==> config.mk <==
export PLATFORM = sky130hd
export DESIGN_NAME = base64_stream_encoder_top
export DESIGN_NICKNAME = d
export VERILOG_FILES = /design/src/rtl/b64e_pkg.sv /design/src/rtl/base64_stream_encoder_top.sv /design/src/rtl/b64e_front.sv /design/src/rtl/b64e_queue.sv /design/src/rtl/b64e_back.sv
export VERILOG_INCLUDE_DIRS = /design/src /design/src/rtl
export SDC_FILE = /design/constraint.sdc
export NUM_CORES = 1
export LEC_CHECK = 0
export ABC_CLOCK_PERIOD_IN_PS = 5400
export BUFFER_PORTS_ARGS = -buffer_cell sky130_fd_sc_hd__buf_4
export CORE_MARGIN = 1.5
export CORE_UTILIZATION = 60
export CTS_BUF_LIST = sky130_fd_sc_hd__clkbuf_2 sky130_fd_sc_hd__clkbuf_4 sky130_fd_sc_hd__clkbuf_8
export DETAILED_ROUTE_END_ITERATION = 12
export MAX_ROUTING_LAYER = met4
export PLACE_DENSITY = 0.91
export SLEW_MARGIN = 0
export SYNTH_ARGS = -nofsm -noshare
export SYNTH_HDL_FRONTEND = slang
export SYNTH_HIERARCHICAL = 1
export SYNTH_SLANG_ARGS = --single-unit
==> constraint.sdc <==
create_clock -name clk -period 5.4 [get_ports clk]
set_clock_uncertainty 0.2 [all_clocks]
set_input_delay 0.54 -clock clk [delete_from_list [all_inputs] [get_ports clk]]
set_output_delay 0.54 -clock clk [all_outputs]
set_load 0.01 [all_outputs]
==> src/rtl/base64_stream_encoder_top_assert.svh <==
// Assertion macros shared by the encoder modules.
`ifndef BASE64_STREAM_ENCODER_TOP_ASSERT_SVH
`define BASE64_STREAM_ENCODER_TOP_ASSERT_SVH

// Same-cycle implication, disabled while in reset.
`define B64E_ASSERT_NOW(label, clk, rst_n, ante, cons, msg) \
	label: assert property (@(posedge clk) disable iff (!(rst_n)) (ante) |-> (cons)) \
		else $error(msg);

// Next-cycle implication, disabled while in reset.
`define B64E_ASSERT_NEXT(label, clk, rst_n, ante, cons, msg) \
	label: assert property (@(posedge clk) disable iff (!(rst_n)) (ante) |=> (cons)) \
		else $error(msg);

`endif

==> src/rtl/b64e_pkg.sv <==
package b64e_pkg;

	localparam int ByteW   = 8;
	localparam int SextetW = 6;
	localparam int CharW   = 7;
	localparam int GroupW  = 3 * ByteW;

	// ASCII anchors of the alphabet ranges
	localparam logic [CharW-1:0] CharUpperA = 7'h41;
	localparam logic [CharW-1:0] CharLowerA = 7'h61;
	localparam logic [CharW-1:0] CharZero   = 7'h30;
	localparam logic [CharW-1:0] CharPlus   = 7'h2B;
	localparam logic [CharW-1:0] CharSlash  = 7'h2F;
	localparam logic [CharW-1:0] CharPad    = 7'h3D;

	// One closed group on its way from front to back
	typedef struct packed {
		logic [GroupW-1:0] word;    // zero-filled, first byte in the top bits
		logic [1:0]        nbytes;  // data bytes in the group, 1..3
		logic              fin;     // group closes the message
	} grp_t;

	// Map a six-bit value to its base64 character
	function automatic logic [CharW-1:0] b64e_char(input logic [SextetW-1:0] s);
		logic [CharW-1:0] v;
		v = {1'b0, s};
		if (s < 6'd26)
			return CharUpperA + v;
		else if (s < 6'd52)
			return CharLowerA + v - 7'd26;
		else if (s < 6'd62)
			return CharZero + v - 7'd52;
		else if (s == 6'd62)
			return CharPlus;
		else
			return CharSlash;
	endfunction

endpackage

==> src/rtl/base64_stream_encoder_top.sv <==
// Base64 encoder: bytes in, one ASCII character out per cycle while a group is queued and out_ready allows.
// A closing transfer queues its group; its first character then enters the output register.
// Each three-byte group gives four characters, so the single character output register
// sets the sustained rate; a two-group queue absorbs input bursts.
// Reset (arst_n low, asynchronous): held bytes, queue and output valid clear at once.
module base64_stream_encoder_top (
	input  logic                       clk,
	input  logic                       arst_n,
	input  logic [b64e_pkg::ByteW-1:0] data_byte,
	input  logic                       final_byte,
	input  logic                       in_valid,
	output logic                       in_ready,
	output logic [b64e_pkg::CharW-1:0] out_char,
	output logic                       group_end,
	output logic                       message_end,
	output logic                       out_valid,
	input  logic                       out_ready
);
	import b64e_pkg::*;

	grp_t push_grp;
	grp_t head_grp;
	logic q_push;
	logic q_pop;
	logic q_full;
	logic q_empty;

	// Gather bytes into groups
	b64e_front u_front (
		.clk        (clk),
		.arst_n     (arst_n),
		.data_byte  (data_byte),
		.final_byte (final_byte),
		.in_valid   (in_valid),
		.in_ready   (in_ready),
		.q_full     (q_full),
		.q_push     (q_push),
		.q_grp      (push_grp)
	);

	// Decouple the byte side from the character side
	b64e_queue u_queue (
		.clk      (clk),
		.arst_n   (arst_n),
		.push     (q_push),
		.push_grp (push_grp),
		.pop      (q_pop),
		.head_grp (head_grp),
		.full     (q_full),
		.empty    (q_empty)
	);

	// Emit four characters per group
	b64e_back u_back (
		.clk         (clk),
		.arst_n      (arst_n),
		.head_grp    (head_grp),
		.q_empty     (q_empty),
		.q_pop       (q_pop),
		.out_char    (out_char),
		.group_end   (group_end),
		.message_end (message_end),
		.out_valid   (out_valid),
		.out_ready   (out_ready)
	);

endmodule

==> src/rtl/b64e_front.sv <==
module b64e_front (
	input  logic                     clk,
	input  logic                     arst_n,
	input  logic [b64e_pkg::ByteW-1:0] data_byte,
	input  logic                     final_byte,
	input  logic                     in_valid,
	output logic                     in_ready,
	input  logic                     q_full,
	output logic                     q_push,
	output b64e_pkg::grp_t           q_grp
);
	import b64e_pkg::*;

	`include "base64_stream_encoder_top_assert.svh"

	logic [2*ByteW-1:0] held_q;
	logic [1:0]         held_cnt_q;
	logic               accept;
	logic               close_grp;

	// Take a byte whenever the queue has room
	assign in_ready  = !q_full;
	assign accept    = in_valid && in_ready;
	assign close_grp = (held_cnt_q >= 2'd2) || final_byte;
	assign q_push    = accept && close_grp;

	// Build the zero-filled group from the held bytes and the new byte
	always_comb begin
		q_grp.fin = final_byte;
		case (held_cnt_q)
			2'd0: begin
				q_grp.word   = {data_byte, {(2*ByteW){1'b0}}};
				q_grp.nbytes = 2'd1;
			end
			2'd1: begin
				q_grp.word   = {held_q[ByteW-1:0], data_byte, {ByteW{1'b0}}};
				q_grp.nbytes = 2'd2;
			end
			default: begin
				q_grp.word   = {held_q, data_byte};
				q_grp.nbytes = 2'd3;
			end
		endcase
	end

	// Hold pending bytes, empty them when a group closes
	always_ff @(posedge clk or negedge arst_n) begin
		if (!arst_n) begin
			held_q     <= '0;
			held_cnt_q <= '0;
		end else if (accept) begin
			if (close_grp) begin
				held_q     <= '0;
				held_cnt_q <= '0;
			end else begin
				held_q     <= {held_q[ByteW-1:0], data_byte};
				held_cnt_q <= held_cnt_q + 2'd1;
			end
		end
	end

	`B64E_ASSERT_NEXT(a_front_empty_after_push, clk, arst_n, q_push, held_cnt_q == 2'd0, "held bytes remain after group push")
	`B64E_ASSERT_NOW(a_front_cnt_range, clk, arst_n, 1'b1, held_cnt_q != 2'd3, "held count reached three")

endmodule

==> src/rtl/b64e_queue.sv <==
module b64e_queue (
	input  logic           clk,
	input  logic           arst_n,
	input  logic           push,
	input  b64e_pkg::grp_t push_grp,
	input  logic           pop,
	output b64e_pkg::grp_t head_grp,
	output logic           full,
	output logic           empty
);
	import b64e_pkg::*;

	`include "base64_stream_encoder_top_assert.svh"

	grp_t       slot_q [2];
	logic       wr_ptr_q;
	logic       rd_ptr_q;
	logic [1:0] cnt_q;

	assign full     = (cnt_q == 2'd2);
	assign empty    = (cnt_q == 2'd0);
	assign head_grp = slot_q[rd_ptr_q];

	// Store pushed groups
	always_ff @(posedge clk) begin
		if (push)
			slot_q[wr_ptr_q] <= push_grp;
	end

	// Advance pointers and occupancy
	always_ff @(posedge clk or negedge arst_n) begin
		if (!arst_n) begin
			wr_ptr_q <= 1'b0;
			rd_ptr_q <= 1'b0;
			cnt_q    <= '0;
		end else begin
			if (push)
				wr_ptr_q <= !wr_ptr_q;
			if (pop)
				rd_ptr_q <= !rd_ptr_q;
			if (push && !pop)
				cnt_q <= cnt_q + 2'd1;
			else if (pop && !push)
				cnt_q <= cnt_q - 2'd1;
		end
	end

	`B64E_ASSERT_NOW(a_queue_no_overflow, clk, arst_n, push, !full || pop, "push into full queue")
	`B64E_ASSERT_NOW(a_queue_no_underflow, clk, arst_n, pop, !empty, "pop from empty queue")

endmodule

==> src/rtl/b64e_back.sv <==
module b64e_back (
	input  logic                       clk,
	input  logic                       arst_n,
	input  b64e_pkg::grp_t             head_grp,
	input  logic                       q_empty,
	output logic                       q_pop,
	output logic [b64e_pkg::CharW-1:0] out_char,
	output logic                       group_end,
	output logic                       message_end,
	output logic                       out_valid,
	input  logic                       out_ready
);
	import b64e_pkg::*;

	`include "base64_stream_encoder_top_assert.svh"

	logic [1:0]         idx_q;
	logic               out_valid_q;
	logic [CharW-1:0]   char_q;
	logic               grp_end_q;
	logic               msg_end_q;
	logic               load;
	logic               last_char;
	logic [SextetW-1:0] sextet;
	logic [CharW-1:0]   next_char;

	assign load      = !q_empty && (!out_valid_q || out_ready);
	assign last_char = (idx_q == 2'd3);
	assign q_pop     = load && last_char;

	// Pick the sextet of the current character, most significant first
	always_comb begin
		case (idx_q)
			2'd0:    sextet = head_grp.word[4*SextetW-1:3*SextetW];
			2'd1:    sextet = head_grp.word[3*SextetW-1:2*SextetW];
			2'd2:    sextet = head_grp.word[2*SextetW-1:SextetW];
			default: sextet = head_grp.word[SextetW-1:0];
		endcase
		next_char = (idx_q > head_grp.nbytes) ? CharPad : b64e_char(sextet);
	end

	// Step through the four characters of the head group
	always_ff @(posedge clk or negedge arst_n) begin
		if (!arst_n) begin
			idx_q       <= '0;
			out_valid_q <= 1'b0;
		end else if (load) begin
			idx_q       <= idx_q + 2'd1;
			out_valid_q <= 1'b1;
		end else if (out_ready) begin
			out_valid_q <= 1'b0;
		end
	end

	// Hold the output character until its transfer
	always_ff @(posedge clk) begin
		if (load) begin
			char_q    <= next_char;
			grp_end_q <= last_char;
			msg_end_q <= last_char && head_grp.fin;
		end
	end

	assign out_char    = char_q;
	assign group_end   = grp_end_q;
	assign message_end = msg_end_q;
	assign out_valid   = out_valid_q;

	`B64E_ASSERT_NOW(a_back_msg_on_grp_end, clk, arst_n, out_valid_q && msg_end_q, grp_end_q, "message end off a group end")
	`B64E_ASSERT_NEXT(a_back_idx_wrap, clk, arst_n, q_pop, idx_q == 2'd0, "character index did not wrap")

endmodule

======== Word level (Yosys, flattened, before mapping) ========
Memory sizes are Yosys's and may differ from the RTL's.
Cells that the tools add are included.
cells by class
  $lt $le $gt $ge ......................... 5
  multiplexer cells ....................... 14
  add/subtract/negate cells ............... 9
  equality and inequality tests ........... 6
  reductions and logical operators ........ 21
operators with widths
  kind                                                                    count
  26-bit case mux with 2 select lines                                     1
  7-bit 2-to-1 mux                                                        3
  6-bit case mux with 3 select lines                                      1
  16-bit 2-to-1 mux                                                       1
  7-bit by 6-bit adder with 7-bit output (first input constant)           2
  6-bit < comparator (second input constant)                              2
  6-bit by 6-bit adder with 7-bit output (first input constant)           1
  1-bit logical AND                                                       7
  1-bit logical NOT                                                       7
  7-bit by 5-bit subtractor with 7-bit output (second input constant)     1
  7-bit by 6-bit subtractor with 7-bit output (second input constant)     1
  2-bit by 1-bit adder with 2-bit output (second input constant)          3
  2-bit equality test (second input constant)                             3
  6-bit equality test (second input constant)                             1
  2-bit logical NOT                                                       3
  6-bit by 5-bit < comparator with 1-bit output (second input constant)   1
  2-bit 2-to-1 mux                                                        3
  2-bit by 1-bit equality test with 1-bit output (second input constant)  2
  1-bit 2-to-1 mux                                                        4
  2-bit nonzero test                                                      2
  3-bit 2-to-1 mux                                                        1
  2-bit >= comparator (second input constant)                             1
  2-bit greater-than comparator                                           1
  1-bit logical OR                                                        2
  2-bit by 1-bit subtractor with 2-bit output (second input constant)     1
word-level totals
  memories ................................ 1
  memory bits (writable) .................. 54
  input port bits ......................... 13
  register bits ........................... 34
memory list
  name            depth  width  rd ports  clocked after Yosys merged registers in  write ports  RTL line          source
  u_queue.slot_q  2      27     1         0                                        1            b64e_queue.sv:15  grp_t slot_q [2];

======== Depth between registers and ports, before layout ========
Gate-level depths: netlist of run 1.
  depth after elaboration ................. 8
  depth in mapped cells ................... 12
  gate-level depth less buffers ........... 10

======== Cells and area by module ========
The synthesis of run 1 kept the hierarchy.
by module, submodules not included
  module      seq. area each (um^2)  cells each  area each (um^2)  times used
  b64e_queue  1,721.7                100         2,234.6           1
  b64e_front  450.4                  115         1,072.3           1
  b64e_back   345.3                  115         1,027.2           1

======== Least setup slack after synthesis of run 1 ========
No wires, ideal clock.
  path kind ............................... register to register
  from .................................... register u_queue.cnt_q[1]
  to ...................................... memory u_queue/slot_q[0][0] (netlist name) (enable)
  library setup time ...................... 414 ps
  period minus slack after synthesis ...... 3,084 ps
  data required time ...................... 4,786 ps
  arrival ................................. 2,470 ps
  path slack .............................. 2,316 ps
  stages on the path, launching flop included .. 7
  path through ............................ dfrtp_1 > nor2b_1 > nand2b_4 > buf_2 > buf_4 > nor2_1 > nor2b_1
between the ends
  longest elaborated chain between the ends .. 6
ends and longest elaborated chain
  what                                    RTL line                         source
  start, declared                         b64e_queue.sv:18                 logic [1:0] cnt_q;
  start signal, assigned                  b64e_queue.sv:42                 cnt_q <= cnt_q + 2'd1;
  start signal, assigned                  b64e_queue.sv:44                 cnt_q <= cnt_q - 2'd1;
  2-bit equality test                     b64e_queue.sv:20                 assign full = (cnt_q == 2'd2);
  named net q_full                        base64_stream_encoder_top.sv:25  logic q_full;
  1-bit logical NOT                       b64e_front.sv:22                 assign in_ready = !q_full;
  1-bit logical AND                       b64e_front.sv:23                 assign accept = in_valid && in_ready;
  1-bit logical AND                       b64e_front.sv:25                 assign q_push = accept && close_grp;
  named net q_push                        base64_stream_encoder_top.sv:23  logic q_push;
  1-bit 2-to-1 mux                        b64e_queue.sv:26                 if (push)
  1-bit 2-to-1 mux (not written as such)  b64e_queue.sv:27                 slot_q[wr_ptr_q] <= push_grp;
  end, declared                           b64e_queue.sv:15
The timed path passes the listed nets, and every way through them passes these cells.

==> results of run 1 <==
-- state kept, by name, indices dropped and copies added, names as in the netlist --
register	count
u_queue/slot_q	54
u_front/held_q	16
u_back/out_char	7
u_back/idx_q	2
u_front/held_cnt_q	2
u_queue/cnt_q	2
u_back/group_end	1
u_back/message_end	1
u_back/out_valid	1
u_queue/rd_ptr_q	1
u_queue/wr_ptr_q	1
-- cell type report --
cell class              instances  area, µm²
well taps                      96        120
repair buffers                 26        198
multi-input cells             207       1600
flip-flops and latches         88       2520
clock inverters                 5       56.3
inverters                      20       77.6
fillers                       488       2200
clock buffers                  11        139
-- cells in the final DEF (no fill, tap or decap), types with 4 or more instances in the layout --
cell type and count:
xor2_1 4, nand2_1 44, a222oi_1 4, o21ai_0 18
clkbuf_8 9, nor2_1 10, inv_1 16, a22oi_1 11
and2_1 13, a21oi_1 7, ha_1 13, mux2_2 9
a22o_2 11, dfrtp_1 25, mux2_4 21, buf_4 25
a22o_1 6, edfxtp_1 63
-- through the flow --
step           area [µm²]  hold slack, ns  total power (µW)  setup WS [ns]  utilization
2_1_floorplan        4330          0.0444              2340           2.32            -
3_3_place_gp         4500           0.256              2610           1.75        0.652
3_5_place_dp         4500           0.256              2640           1.70        0.652
4_1_cts              4710           0.177              3100           1.67        0.682
5_1_grt              4710           0.172              3320           1.48        0.682
6_report             4710           0.193              3100           1.66        0.682
-- where the power goes --
group,total [µW],internal (µW),switching (µW)
Sequential,1160,1030,124
Combinational,1500,648,855
Clock,444,225,219
Total,3100,1900,1200
-- layer usage --
| layer | GRT usage | vias up |
|---|---|---|
| li1 | - | 1255 |
| met1 | 0.279 | 1282 |
| met2 | 0.348 | 86 |
| met3 | 0.0481 | 15 |
| met4 | 0.0924 | 0 |
| met5 | - | - |
-- cells by family after synthesis --
kind of cell,Yosys count
flip-flops,88
AND/OR/NAND/NOR,80
AO/OA/AOI/OAI,75
buffers and inverters,35
multiplexers,32
adder cells (fa/ha/maj),13
XOR/XNOR,7
-- critical path, cell delays in order, from the launching register on --
cell	delay (ns)
dfrtp_1	0.82
buf_4	0.39
mux2_2	0.37
a222oi_1	0.35
mux2_4	0.25
inv_4	0.06
ha_1	0.30
a31oi_1	0.22
o21ai_2	0.13
and3_1	0.23
o21a_1	0.18
-- how the worst max path moves through the flow --
stage	start	endpoint	slack, ns	depth (start not counted)
2_1_floorplan	u_queue/cnt_q[1]	u_queue/slot_q[0][0]	2.32	6
3_3_place_gp	u_queue/rd_ptr_q	u_back/out_char[1]	1.75	10
3_5_place_dp	u_queue/rd_ptr_q	u_back/out_char[1]	1.70	10
4_1_cts	u_queue/rd_ptr_q	u_back/out_char[1]	1.67	10
5_1_grt	u_queue/rd_ptr_q	u_back/out_char[1]	1.48	10
6_report	u_queue/rd_ptr_q	u_back/out_char[1]	1.66	10
-- repair_timing --
| item | in CTS | in global routing |
|---|---|---|
| buffers inserted | 0 | 0 |
| endpoints found under the hold margin | 25 | 0 |
| hold buffers | 1 | 0 |
==> flow_metrics.py, run 1 <==
metrics = {
    "die": {
        "floorplan.die.width_um": 88.0,
        "std_cell_rows": 30,
        "num_io_pins": 24,
        "core_um2": 6910,
        "die-area_um2": 7740,
        "initial_core_util": 0.628,
        "floorplan.die.height_um": 88.0,
    },
    "synth": {
        "synthMuxAreaShare": 0.101,
        "synth.net_count": 356,
        "ys_top_cells_by_area": "edfxtp_1, dfrtp_1, mux2_4, nand2_1, ha_1",
        "postSynthAreaPerCell_um2": 13.1,
        "synth_top_area_frac": 0.436,
        "synth_top_cell_by_area": "edfxtp_1",
        "post-synth-top-count-cell": "edfxtp_1",
        "ys_types": 49,
        "count_of_state_elements_after_synthesis": 88,
        "synth_enable_flop_cells": 63,
        "synth_simple_gate_area_share": 0.0883,
        "post_synth_inst_count": 330,
        "synth_compound_gate_area_share": 0.128,
        "synth.yosys.warnings": 6,
        "yosys.area_share.adder": 0.0375,
        "async_reset_ff_frac": 0.284,
        "synth.yosys.seq_area_share": 0.581,
        "synthTopCellsByCount": "edfxtp_1, nand2_1, dfrtp_1, mux2_4, o21ai_0",
        "leading_register_cell_type_out_of_synthesis": "edfxtp_1",
        "main_combinational_cell_family_by_area_after_synthesis": "compound AO/OA/AOI/OAI gates",
        "synth-xor-area-share": 0.0141,
        "netlist_area_um2": 4330,
    },
    "finish": {
        "antenna_cells_inserted": 0,
        "final_layout_size_suffix_gt1_frac": 0.258,
        "area_growth_syn_to_layout_pct": 8.66,
        "finish.net_count": 378,
        "layoutNonFillerInstCount": 453,
    },
    "setup_path": {
        "cp-end-kind": "flip-flop",
        "setup.reg_to_reg.worst_slack_ns": 1.66,
        "critical_path.max_fanout": 15,
        "worst_r2r_path_depth": 10,
        "r2r_end": "u_back/out_char[1]",
        "worst-setup-path-type": "reg2reg",
        "arrival_ns": 3.65,
        "startpoint_type": "flip-flop",
        "reg2reg_from": "u_queue/rd_ptr_q",
        "cp_data_required_time_ns": 5.30,
    },
    "place": {
        "port_buffers": 23,
        "placed_cells_incl_taps": 436,
        "dp_hpwl_mm": 5.32,
        "finalWeightedCongestion": 0.829,
    },
    "hold_path": {
        "holdPathStages": 2,
        "hold_path_startpoint": "out_ready",
        "hp-class": "in2reg",
        "worst_hold_path.endpoint": "u_back/out_valid",
    },
    "sta": {
        "ratio_of_final_minimum_period_to_clock_period": 0.693,
        "timing.max_slew.rel_slack": 0.225,
        "setup_tns_ns": 0,
        "drv_slew": 0,
        "worst_pin_slew_ns": 1.16,
        "report.final.setup_viol": 0,
        "finalHoldViolations": 0,
        "max_freq_mhz": 267,
        "final_critical_path_required_period_ns": 3.74,
        "rsz0062_at_grt": "no",
    },
    "drt": {
        "top_layer_used": "met4",
        "wl_met1_mm": 3.37,
        "met3_wire_len_um": 363,
        "drc": 0,
        "first_iter_violations": 184,
        "wl_met2_mm": 3.80,
        "wl_per_cell_um": 16.9,
        "routed_via_density": 5.82,
        "detail_route.first_pass.iterations": 6,
        "dr_total_vias": 2638,
        "final_antenna_net_count": 0,
        "totalWireLength_mm": 7.68,
    },
    "cts": {
        "clk_pin_slew_worst_paths_ns": 0.08,
        "htree_num_levels": 3,
        "clk-insertion-delay-late_ns": 0.34,
        "numClockSinks": 88,
        "cts_tree": "done",
        "cts_repair_resize_count": 0,
        "cts_max_path_buffers": 2,
        "cts-buffers-inserted": 9,
        "clock_tree.root_cell": "clkbuf_8",
    },
    "global_routing": {
        "grt_overflow_total": 0,
        "groute.usage.overall": 0.221,
        "grt_max_degree": 28,
        "grt_antenna_before_repair": 0,
        "global_route_wire_length_before_repair_mm": 12.3,
        "grt_pass1_vias": 2535,
    },
    "pwr": {
        "p_per_area_nw_per_um2": 659,
        "worst_case_vdd_ir_drop_mv": 0.354,
        "p_leak_uw": 0.00194,
    },
    "run": {
        "cap_violations": 0,
    },
    "status": {
        "run_status": "finished clean",
    },
}
Note: power is estimated with default switching activity, not from simulation.
==> run 2: changes to the inputs <==
- ABC_AREA: default -> 1
- ABC_CLOCK_PERIOD_IN_PS: 5400 -> 3150
- CORE_UTILIZATION: 60 -> 57
- PLACE_DENSITY: 0.91 -> 0.9
- clock period: 5.4 -> 3.15 ns (I/O delays scaled with it)
==> run 2 against run 1 <==
Effect of this change: combinational power up 100%; non-clock buffer count increased by 6; register-to-register slack worse by 1.2 ns; maximum frequency rose by 37%; design area is 6.9% higher; final cell count up 29%; sequential power increased by 69%; global-route usage rose by 0.67 points; clock-buffer cell count decreased by 1; die area increased by 12%; synthesized cell count grew 36%; critical endpoint unchanged; largest cell class unchanged; largest power group unchanged.
==> flow_metrics.py, run 2 <==
metrics = {
    "synth": {
        "count_of_state_elements_after_synthesis": 88,
        "post-synth-top-count-cell": "nand2_1",
        "synth_top_cell_by_area": "edfxtp_1",
        "synth.net_count": 474,
        "netlist_area_um2": 4610,
        "synth.yosys.seq_area_share": 0.546,
        "leading_register_cell_type_out_of_synthesis": "edfxtp_1",
        "synth.yosys.warnings": 6,
        "synth_top_area_frac": 0.410,
        "post_synth_inst_count": 448,
        "synthTopCellsByCount": "nand2_1, edfxtp_1, inv_1, nor2_1, dfrtp_1",
        "ys_top_cells_by_area": "edfxtp_1, dfrtp_1, nand2_1, mux2_4, inv_1",
        "synth_enable_flop_cells": 63,
        "postSynthAreaPerCell_um2": 10.3,
        "async_reset_ff_frac": 0.284,
        "ys_types": 37,
    },
    "sta": {
        "rsz0062_at_grt": "no",
        "setup_tns_ns": 0,
        "max_freq_mhz": 365,
        "ratio_of_final_minimum_period_to_clock_period": 0.870,
        "worst_pin_slew_ns": 0.606,
        "final_critical_path_required_period_ns": 2.74,
        "finalHoldViolations": 0,
        "drv_slew": 0,
        "timing.max_slew.rel_slack": 0.596,
        "whs_ns": 0.0393,
        "report.final.setup_viol": 0,
    },
    "drt": {
        "drc": 0,
        "dr_total_vias": 3112,
        "routed_via_density": 5.31,
        "final_antenna_net_count": 0,
        "totalWireLength_mm": 8.77,
        "first_iter_violations": 201,
        "wl_per_cell_um": 15.0,
        "detail_route.first_pass.iterations": 5,
    },
    "die": {
        "die-area_um2": 8640,
        "std_cell_rows": 32,
        "num_io_pins": 24,
        "floorplan.die.height_um": 92.9,
        "floorplan.die.width_um": 92.9,
        "core_um2": 7770,
        "initial_core_util": 0.593,
    },
    "pwr": {
        "p_leak_uw": 0.00232,
        "switchingPower_uw": 2440,
        "power.share.switching": 0.429,
        "share_seq_of_total_power": 0.344,
        "clockPowerShare": 0.124,
        "p_per_area_nw_per_um2": 1130,
        "relative_contribution_of_combinational_cells_to_total_power": 0.532,
        "worst_case_vdd_ir_drop_mv": 0.586,
        "intPower_uw": 3250,
    },
    "hold_path": {
        "hp-class": "in2reg",
        "hold_path_startpoint": "out_ready",
        "holdPathStages": 4,
        "worst_hold_path.endpoint": "u_back/out_valid",
    },
    "cts": {
        "cts_tree": "done",
        "hold_bufs_at_cts": 2,
        "clk-insertion-delay-late_ns": 0.34,
        "numClockSinks": 88,
        "clock_tree.root_cell": "clkbuf_8",
        "clk_pin_slew_worst_paths_ns": 0.09,
        "htree_num_levels": 3,
        "cts_repair_resize_count": 0,
        "post_cts_setup_driven_buffer_insertion_count": 0,
        "cts-buffers-inserted": 9,
        "cts_max_path_buffers": 2,
    },
    "setup_path": {
        "reg2reg_from": "u_queue/rd_ptr_q",
        "setup.reg_to_reg.worst_slack_ns": 0.41,
        "worst_r2r_path_depth": 11,
        "arrival_ns": 2.64,
        "cp-end-kind": "flip-flop",
        "worst-setup-path-type": "reg2reg",
        "r2r_end": "u_back/out_char[1]",
        "startpoint": "u_queue/rd_ptr_q",
        "cp_data_required_time_ns": 3.05,
        "critical_path.max_fanout": 16,
        "startpoint_type": "flip-flop",
    },
    "finish": {
        "multi_input_area_um2": 1730,
        "regArea_um2": 2520,
        "number_of_flip_flops_in_the_largest_register": 54,
        "antenna_cells_inserted": 0,
        "layout_common_cells": "nand2_1, edfxtp_1, inv_1, nor2_1, buf_4",
        "area_growth_syn_to_layout_pct": 9.23,
        "layout.filler_cells": 575,
        "finish.net_count": 505,
        "layout.cells.most_common": "nand2_1",
        "final_layout_size_suffix_gt1_frac": 0.202,
        "regMostFlops": "u_queue/slot_q",
    },
    "place": {
        "finalWeightedCongestion": 0.909,
        "port_buffers": 23,
        "dp_hpwl_mm": 6.28,
    },
    "run": {
        "cap_violations": 0,
    },
    "global_routing": {
        "grt_pass1_vias": 3208,
        "grt_overflow_total": 0,
        "global_route_wire_length_before_repair_mm": 14.9,
        "grt_antenna_before_repair": 0,
        "groute.usage.overall": 0.228,
        "grt_max_degree": 32,
    },
    "status": {
        "run_status": "finished clean",
    },
}
-- run 2: power by group through the flow --
stage	logic (µW)	clock network, µW	registers [µW]
6_report	3030	704	1960
5_1_grt	3400	764	2000
4_1_cts	3010	717	1960
3_5_place_dp	2990	0	1980
3_3_place_gp	2910	0	1960
2_1_floorplan	2380	0	1970
-- run 2: cells by family after synthesis --
group,after synthesis,share of synthesized area
and+or+nand+nor,212,0.197
muxes,27,0.0814
buffers and inverters,72,0.0785
DFF,88,0.546
AOI/OAI and AO/OA,30,0.0499
xor gates and xnor gates,6,0.0114
adders and majority gates,13,0.0353
-- run 2: stage by stage --
stage	setup slack [ns]	power (µW)	instance area [µm²]	utilization	cells
3_3_place_gp	0.482	4870	4840	0.623	568
4_1_cts	0.410	5680	5030	0.648	586
5_1_grt	0.250	6160	5030	0.648	586
6_report	0.410	5700	5030	0.648	586
3_5_place_dp	0.400	4980	4840	0.623	568
2_1_floorplan	0.355	4350	4610	-	448
-- run 2: cell type report --
type,count,share of cell area
Sequential cell,88,0.500
Tap cell,102,0.0253
Clock inverter,6,0.00845
Timing Repair Buffer,32,0.0512
Clock buffer,10,0.0261
Multi-Input combinational cell,288,0.344
Inverter,60,0.0447
-- run 2: how the worst max path moves through the flow --
| stage | to | slack, ns | cells past startpoint |
|---|---|---|---|
| after floorplan | u_queue/slot_q[0][0] | 0.36 | 9 |
| after global placement | u_back/out_char[1] | 0.48 | 11 |
| after detailed placement | u_back/out_char[1] | 0.40 | 11 |
| after CTS | u_back/out_char[1] | 0.41 | 11 |
| after global routing | u_back/out_char[2] | 0.25 | 12 |
| final | u_back/out_char[1] | 0.41 | 11 |
-- run 2: routing by layer --
layer,GRT usage,wire length [µm]
met4,0.0795,85
met5,-,0
met2,0.392,4470
met3,0.0312,407
met1,0.276,3810
-- run 2: worst max-delay path: stages, from the launching register on --
cell,delay [ns]
dfrtp_1,0.51
buf_12,0.21
mux2_4,0.30
nand2_1,0.05
nand2_1,0.08
o21ai_4,0.24
inv_2,0.10
ha_1,0.28
a21oi_4,0.23
nand2_4,0.09
o21ai_0,0.15
nor2_1,0.05
